$ cat config.mk
export PLATFORM = sky130hd
export DESIGN_NAME = dce_ram
export DESIGN_NICKNAME = d
export VERILOG_FILES = /design/src/rtl/core/dependence_chain_extractor_macros.svh /design/src/rtl/core/dce_ram.sv
export SDC_FILE = /design/constraint.sdc
export NUM_CORES = 1
export LEC_CHECK = 0
export BUFFER_PORTS_ARGS = -buffer_cell sky130_fd_sc_hd__buf_2
export CORE_ASPECT_RATIO = 1.5
export CORE_MARGIN = 10
export CORE_UTILIZATION = 31
export DETAILED_ROUTE_END_ITERATION = 7
export PLACE_DENSITY_LB_ADDON = 0.05
export SYNTH_ARGS = -nofsm -noshare
export SYNTH_HDL_FRONTEND = slang
export SYNTH_SLANG_ARGS = --single-unit
$ cat constraint.sdc
create_clock -name aclk -period 2.29 [get_ports aclk]
set_clock_uncertainty 0.2 [all_clocks]
set_input_delay 0.1145 -clock aclk [delete_from_list [all_inputs] [get_ports aclk]]
set_output_delay 0.1145 -clock aclk [all_outputs]
set_load 0.02 [all_outputs]
$ cat src/rtl/core/dependence_chain_extractor_macros.svh
// ----------------------------------------------------------------------------
// Assertion macros for the dependence chain extractor
// ----------------------------------------------------------------------------
`ifndef DEPENDENCE_CHAIN_EXTRACTOR_MACROS_SVH
`define DEPENDENCE_CHAIN_EXTRACTOR_MACROS_SVH

// implication checked every clock, masked during reset
`define DCE_ASSERT_IMP(label, clk, rstn, ante, cons) \
    label: assert property (@(posedge clk) disable iff (!rstn) (ante) |-> (cons)) \
        else $error("assertion failed");

// next-cycle implication
`define DCE_ASSERT_NXT(label, clk, rstn, ante, cons) \
    label: assert property (@(posedge clk) disable iff (!rstn) (ante) |=> (cons)) \
        else $error("assertion failed");

`endif

$ cat src/rtl/core/dce_ram.sv
// ----------------------------------------------------------------------------
// dce_ram
// Generic single-write, single-read RAM with registered read data.
// ----------------------------------------------------------------------------
`default_nettype none
module dce_ram #(
    parameter int WIDTH = 8,
    parameter int DEPTH = 16
) (
    input  wire logic                     aclk,
    input  wire logic                     we,
    input  wire logic [$clog2(DEPTH)-1:0] waddr,
    input  wire logic [WIDTH-1:0]         wdata,
    input  wire logic [$clog2(DEPTH)-1:0] raddr,
    output logic      [WIDTH-1:0]         rdata
);
    logic [WIDTH-1:0] mem [DEPTH];

    always_ff @(posedge aclk) begin
        if (we) begin
            mem[waddr] <= wdata;
        end
        rdata <= mem[raddr];
    end
endmodule
`default_nettype wire

After elaboration in Yosys (flattened, before gate mapping)
Memories as Yosys holds them, arrays and structs flattened. A register that Yosys moved wholly into a read port is not among the register bits.
Index checks and enable logic that the tools add are counted.

cells by class
  mux-type cells = 2

operators by type and width
  operator  count
  $mux 1    2

word-level totals
  memories kept = 1
  output and inout bits = 8
  input port bits = 18
  flip-flop bits (word level) = 0
  logic and storage cells = 3
  memory bits (writable) = 128

memories
  memory  words  width  read ports  clocked after memory_dff  write ports  RTL line       text
  mem     16     8      1           1                         1            dce_ram.sv:17  logic [WIDTH-1:0] mem [DEPTH];

Logic depth before layout (Yosys ltp)
Gate-level depths: netlist of the first run.

  depth in word-level cells = 2
  depth in mapped cells = 5
  depth with buffers taken out = 3

Worst setup path after synthesis of the first run
Ideal clock, no wire load.

  path type = input to register
  start = input port waddr[2]
  end = memory mem[0][0] (enable)
  slack = 0.483 ns
  buffers on the path = 0
  stages on the path = 2
  setup time = 0.383 ns
  data arrival time = 1.224 ns
  data required time = 1.707 ns
  path through = or3b_2 > nor3_1

RTL lines
  item         RTL line       text
  from (decl)  dce_ram.sv:12  input wire logic [$clog2(DEPTH)-1:0] waddr,
  to (decl)    dce_ram.sv:17

Straight into the memory's write port.

==> metrics.txt, run 1 <==
Net Count, Synth=247; CP endpoint kind=flop; FF+latch area=roughly 4000 um2; I/O pin count=26; Post-DP Area=5660 um2; Die X=125 um; routed len/inst=23.3 um; crit path max-delay cell type=mux4_1; Lkg Pwr=2.16 nW; combinational fraction of design power=0.051; vias per std cell=4.82; Synth cell types=19; final std cells w/o fill=514; deepest clock path buffer count=2; die area=22,300 um2; final instance area=6350 um2; critical path's largest stage delay=0.51 ns; Int Pwr=4.72 mW; Post-Synthesis Cells=between 200 and 250; setup violators final=0; #FFs+latches synth=136; DRT iter0 DRCs=about 180; GRT Overall Usage=0.112; RSZ-0062 raised after global routing=false; largest net degree at the start of global routing=33; Crit Path Category=reg2reg; CTS Root Cell=clkbuf_16; Clk pwr share=0.475; Fin Setup TNS=0 ns; pre-CTS setup slack=about 0.42 ns; sequential area share after synthesis=0.778; CP Data Required Time=2.38 ns; layout cells sized above 1=0.321; relative slew slack=0.648; CP Cell Sequence=mux4_1 > a22oi_1 > nand2_1; r2r setup slk=0.68 ns; Hold Startpoint=waddr[1]; Sink Count=approximately 140; worst reg-to-reg path cell count=3; Max VDD drop=337 uV; number of CTS-inserted buffers=17; max cap viols=0; CTS tree=done; status=completed; max-slew violations=0; P_sw=1.18 mW; initial antenna violation count=0; Post-Place Cells=475; clock-pin slew on the worst setup and hold paths=0.06 ns; GPL Wtd Cong=0.719; Vias=2,479; final worst path period share=0.703; first-pass detailed-route iteration total=6; area occupied by multi-input gates=about 1100 um2; Routed Wire Length=12,000 um; Mapped Area=5150 um2; HPWL after detailed placement=just under 8000 um; r2r startpoint=mem[2][3]$_DFFE_PP_; Worst Path Max Fanout=1; ANT cells=0; fmax=0.621 GHz; Hold Path Class=in2reg; final core occ=0.390; Startpoint Class=flop; Final min period=1.61 ns; starting density of the core=0.317; post-route setup slack=about 0.68 ns; worst reg2reg path endpoint=rdata[3]$_DFF_P_; Core Region=16,300 um2; pwr dens=930 nW/um2; vias in the first global route=2,726; Final ANT Viol Nets=0; final hold vios=0; port bufs=25; Total Nets Final=~310; grt total ovfl=0; layout filler cell count=1,515; YS warnings=0; WHS Endpoint=mem[4][1]$_DFFE_PP_; hold path depth=3; Flop pwr share=0.474; Residual DRC=0; die height=178 um; # H-tree levels=4; row count=57; synthesis-to-layout area growth=23.3%; worst skew pair latency=0.41 ns; Avg Cell Area, Syn=between 20 and 25 um2; Post-CTS Setup Bufs=0; CP Data Arrival Time=1.70 ns; Worst-Margin Slew=0.527 ns; Net Sw Frac=0.201; first-pass GRT wire length=17,900 um
==> cell usage after synthesis, drive strengths merged <==
| cell | n | area (um2) |
|---|---|---|
| clkdlybuf4s25 | 3 | 30.0 |
| nand3 | 1 | 5.00 |
| nor2 | 13 | 48.8 |
| mux4 | 32 | 773 |
| buf | 7 | 56.3 |
| and2 | 1 | 6.26 |
| nand2b | 2 | 12.5 |
| nand2 | 9 | 33.8 |
| nor2b | 1 | 6.26 |
| a22oi | 16 | 120 |
| nor3 | 4 | 20.0 |
| or3b | 1 | 8.76 |
| nand3b | 2 | 15.0 |
| dfxtp | 8 | 160 |
| edfxtp | 128 | 3840 |
| and2b | 1 | 7.51 |
==> worst max-delay path: cells and delay by family, from the launching register on <==
| family | cells | cell delay (ns) |
|---|---|---|
| simple gates | 1 | 0.08 |
| mux | 1 | 0.51 |
| compound gates | 1 | 0.34 |
| flops | 1 | 0.36 |
==> worst max-delay path by stage <==
stage | start | to | slack (ns)
detailed placement | raddr[0] | rdata[3]$_DFF_P_ | 0.42
global route | mem[2][3]$_DFFE_PP_ | rdata[3]$_DFF_P_ | 0.61
global placement | raddr[0] | rdata[3]$_DFF_P_ | 0.40
finish | mem[2][3]$_DFFE_PP_ | rdata[3]$_DFF_P_ | 0.68
CTS | mem[2][3]$_DFFE_PP_ | rdata[3]$_DFF_P_ | 0.62
floorplan | waddr[2] | mem[0][0]$_DFFE_PP_ | 0.48
==> sequential cells by signal (all words and copies together), names as in the netlist <==
signal  flops
mem       128
rdata       8
==> what timing repair did <==
| item | CTS | global route |
|---|---|---|
| endpoints found under the setup margin | 0 | 0 |
| endpoints found under the hold margin | 128 | 0 |
| resized for setup | 0 | 0 |
| hold buffers | 8 | 0 |
==> per-layer routing <==
metal,share of wire,up-vias,wire length [um],GRT usage
met1,0.43,1301,5180,0.132
li1,-,1106,-,-
met3,0.032,13,381,0.0287
met2,0.52,59,6270,0.192
met5,0,-,0,0
met4,0.014,0,162,0.0419
==> power by group through the flow <==
stage               Sequential [mW]  Clock [mW]  Combinational, mW
global placement               2.85           0              0.305
finish                         2.80        2.80              0.302
detailed placement             2.85           0              0.306
global route                   2.80        2.98              0.331
CTS                            2.80        2.87              0.317
floorplan                      2.87           0              0.141
==> cell type report <==
cell class              instances  share of cell area
flip-flops and latches        136               0.631
multi-input cells              83               0.167
clock buffers                  18              0.0676
repair buffers                 58              0.0659
well taps                     206              0.0406
clock inverters                13              0.0284
==> logic make-up (layout without fill, tap and decap cells) <==
logic type,count (synthesis),after routing,synth area share
AO/OA/AOI/OAI,16,16,0.0233
buffers and inverters,10,89,0.0168
flip-flops,136,136,0.778
multiplexers,32,32,0.150
AND/OR/NAND/NOR,35,35,0.0318
==> placed cells by master, fill, tap and decap left out, drive strengths merged <==
master / count
clkinvlp: 3
dlygate4sd3: 8
nor2b: 1
dfxtp: 8
mux4: 32
or3b: 1
nand3: 1
nand3b: 2
nand2: 9
nor3: 4
and2: 1
nand2b: 2
clkinv: 6
and2b: 1
nor2: 13
bufinv: 4
edfxtp: 128
clkbuf: 18
buf: 50
a22oi: 16
==> stage by stage <==
| step | hold WS (ns) | total power, mW |
|---|---|---|
| CTS | 0.0628 | 5.98 |
| finish | 0.0664 | 5.90 |
| global placement | 0.313 | 3.16 |
| floorplan | 0.0134 | 3.01 |
| global route | 0.0730 | 6.12 |
| detailed placement | 0.327 | 3.16 |
No activity file was read; power rests on OpenSTA's default activity.
==> run 2, diff against run 1 <==
clock period = 1.45 ns   (was 2.29 ns; I/O delays follow)
==> metrics.txt, run 2 (synthesized netlist as in run 1, its figures left out) <==
status=completed; fmax=0.692 GHz (+11%); pwr dens=1430 nW/um2 (+54%); Post-DP Area=5800 um2 (+2.5%); Total Nets Final=324 (+3.2%); final worst path period share=0.997 (+0.294); Hold Startpoint=waddr[1]; vias per std cell=4.67 (-3.1%); Biggest register=mem; r2r startpoint=mem[10][2]$_DFFE_PP_; first-pass detailed-route iteration total=4 (-2); die area=22,300 um2 (unchanged); final instance area=6490 um2 (+2.3%); Sink Count=136 (unchanged); Final ANT Viol Nets=0 (unchanged); Worst-Margin Slew=0.967 ns (+0.439 ns); busiest grt layer=met2; relative slew slack=0.354 (-0.294); Crit Path Category=reg2reg; CP Data Required Time=1.54 ns (-0.84 ns); largest net degree at the start of global routing=17 (-48%); final hold vios=0 (unchanged); GPL Wtd Cong=0.696 (-3.2%); Final min period=1.45 ns (-0.165 ns); grt met3 use=0.0290 (+0.000299); Max VDD drop=545 uV (+62%); Fin Setup TNS=0 ns (unchanged); setup violators final=0 (unchanged); Die X=125 um (unchanged); layout filler cell count=1,501 (-0.92%); clock-pin slew on the worst setup and hold paths=0.06 ns (about the same); Routed Wire Length=11,300 um (-5.9%); I/O pin count=26 (unchanged); pre-CTS setup slack=-0.281 ns (-0.706 ns); number of CTS-inserted buffers=17 (unchanged); starting density of the core=0.317 (unchanged); DRT iter0 DRCs=163 (-8.4%); met1 Track Usage GR=0.123 (-0.00922); worst setup path start=mem[10][2]$_DFFE_PP_; synthesis-to-layout area growth=26.1%; post-route setup slack=0.00426 ns (-0.675 ns); CP Data Arrival Time=1.53 ns (-0.17 ns); port bufs=25 (unchanged); max-slew violations=0 (unchanged); max cap viols=0 (unchanged); layout cells sized above 1=0.423 (+0.102); CP endpoint kind=flop; Startpoint Class=flop; Post-CTS Setup Bufs=0 (unchanged); commonest non-fill, non-tap cells in the layout=edfxtp_1, mux4_2, buf_4, buf_2, clkbuf_16; Core Region=16,300 um2 (unchanged); die height=178 um (unchanged); GRT Overall Usage=0.107 (-0.00454); GR Util met2=0.185 (-0.00701); CTS tree=done; Largest register FFs=128 (unchanged); first-pass GRT wire length=17,500 um (-2.3%); Lkg Pwr=2.18 nW (+0.97%); deepest clock path buffer count=2 (unchanged); final core occ=0.399 (+0.00885); ANT cells=0 (unchanged); Hold Path Class=in2reg; worst skew pair latency=0.41 ns (about the same); CTS Root Cell=clkbuf_16; grt total ovfl=0 (unchanged); RSZ-0062 raised after global routing=true; row count=57 (unchanged); routed len/inst=21.5 um (-7.9%); Vias=2,454 (-1.0%); top flop regs=mem: 128 flops, rdata: 8 flops; HPWL after detailed placement=8030 um (+2.5%); vias in the first global route=2,731 (+0.18%); most common cell after layout, fill and taps aside=edfxtp_1; Residual DRC=0 (unchanged); Worst Path Max Fanout=1 (unchanged); # H-tree levels=4 (unchanged); initial antenna violation count=0 (unchanged)
==> run 2: cell count changes in the layout (fill, tap and decap cells not counted), sizes merged <==
cell      delta
clkinvlp     +1
clkinv       -1
bufinv       -1
inv          +2
buf         +10
==> run 2: path summary, 6_finish.rpt <==
check,end,slack (ns),cells past startpoint
max,rdata[2]$_DFF_P_,0.004,3
min,mem[0][3]$_DFFE_PP_,0.03,3
max reg2reg,rdata[2]$_DFF_P_,0.004,3
min reg2reg,rdata[6]$_DFF_P_,0.47,3
==> run 2: worst max-delay path, cell delays in order (launching register included) <==
cell and delay, ns:
edfxtp_1 0.38, mux4_2 0.48, a22oi_2 0.20, nand2_1 0.07
==> run 2: power breakdown <==
group	leakage (nW)	total, mW	internal (mW)	switching [mW]
Clock	0.289	4.36	2.76	1.60
Sequential	1.22	4.42	4.40	0.0281
Combinational	0.669	0.521	0.233	0.288
==> run 2: through the flow <==
step / cells / hold WS, ns / power (mW)
after detailed placement: 485 / 0.272 / 5.01
final: 525 / 0.0274 / 9.31
after CTS: 525 / 0.0101 / 9.43
after floorplan: 229 / -0.0286 / 4.75
after global routing: 525 / 0.0291 / 9.67
after global placement: 485 / 0.264 / 5.00
==> run 2: what timing repair did <==
action                                 in CTS  in global routing
hold buffers                                8                  0
setup endpoints to repair                   7                  8
pin swaps                                   7                  2
gates resized for setup                    16                  5
endpoints found under the hold margin     128                  0
==> run 2: cell type report <==
class | instances | area (um2) | area share
Multi-Input combinational cell | 83 | 1070 | 0.165
Clock inverter | 14 | 174 | 0.0268
Sequential cell | 136 | 4000 | 0.617
Timing Repair Buffer | 68 | 543 | 0.0837
Tap cell | 206 | 258 | 0.0397
Clock buffer | 18 | 439 | 0.0677
==> run 2: metal layers <==
metal / vias up / part of all wire
met5: - / 0
met3: 10 / 0.039
met4: 0 / 0.014
li1: 1124 / -
met1: 1266 / 0.42
met2: 54 / 0.53
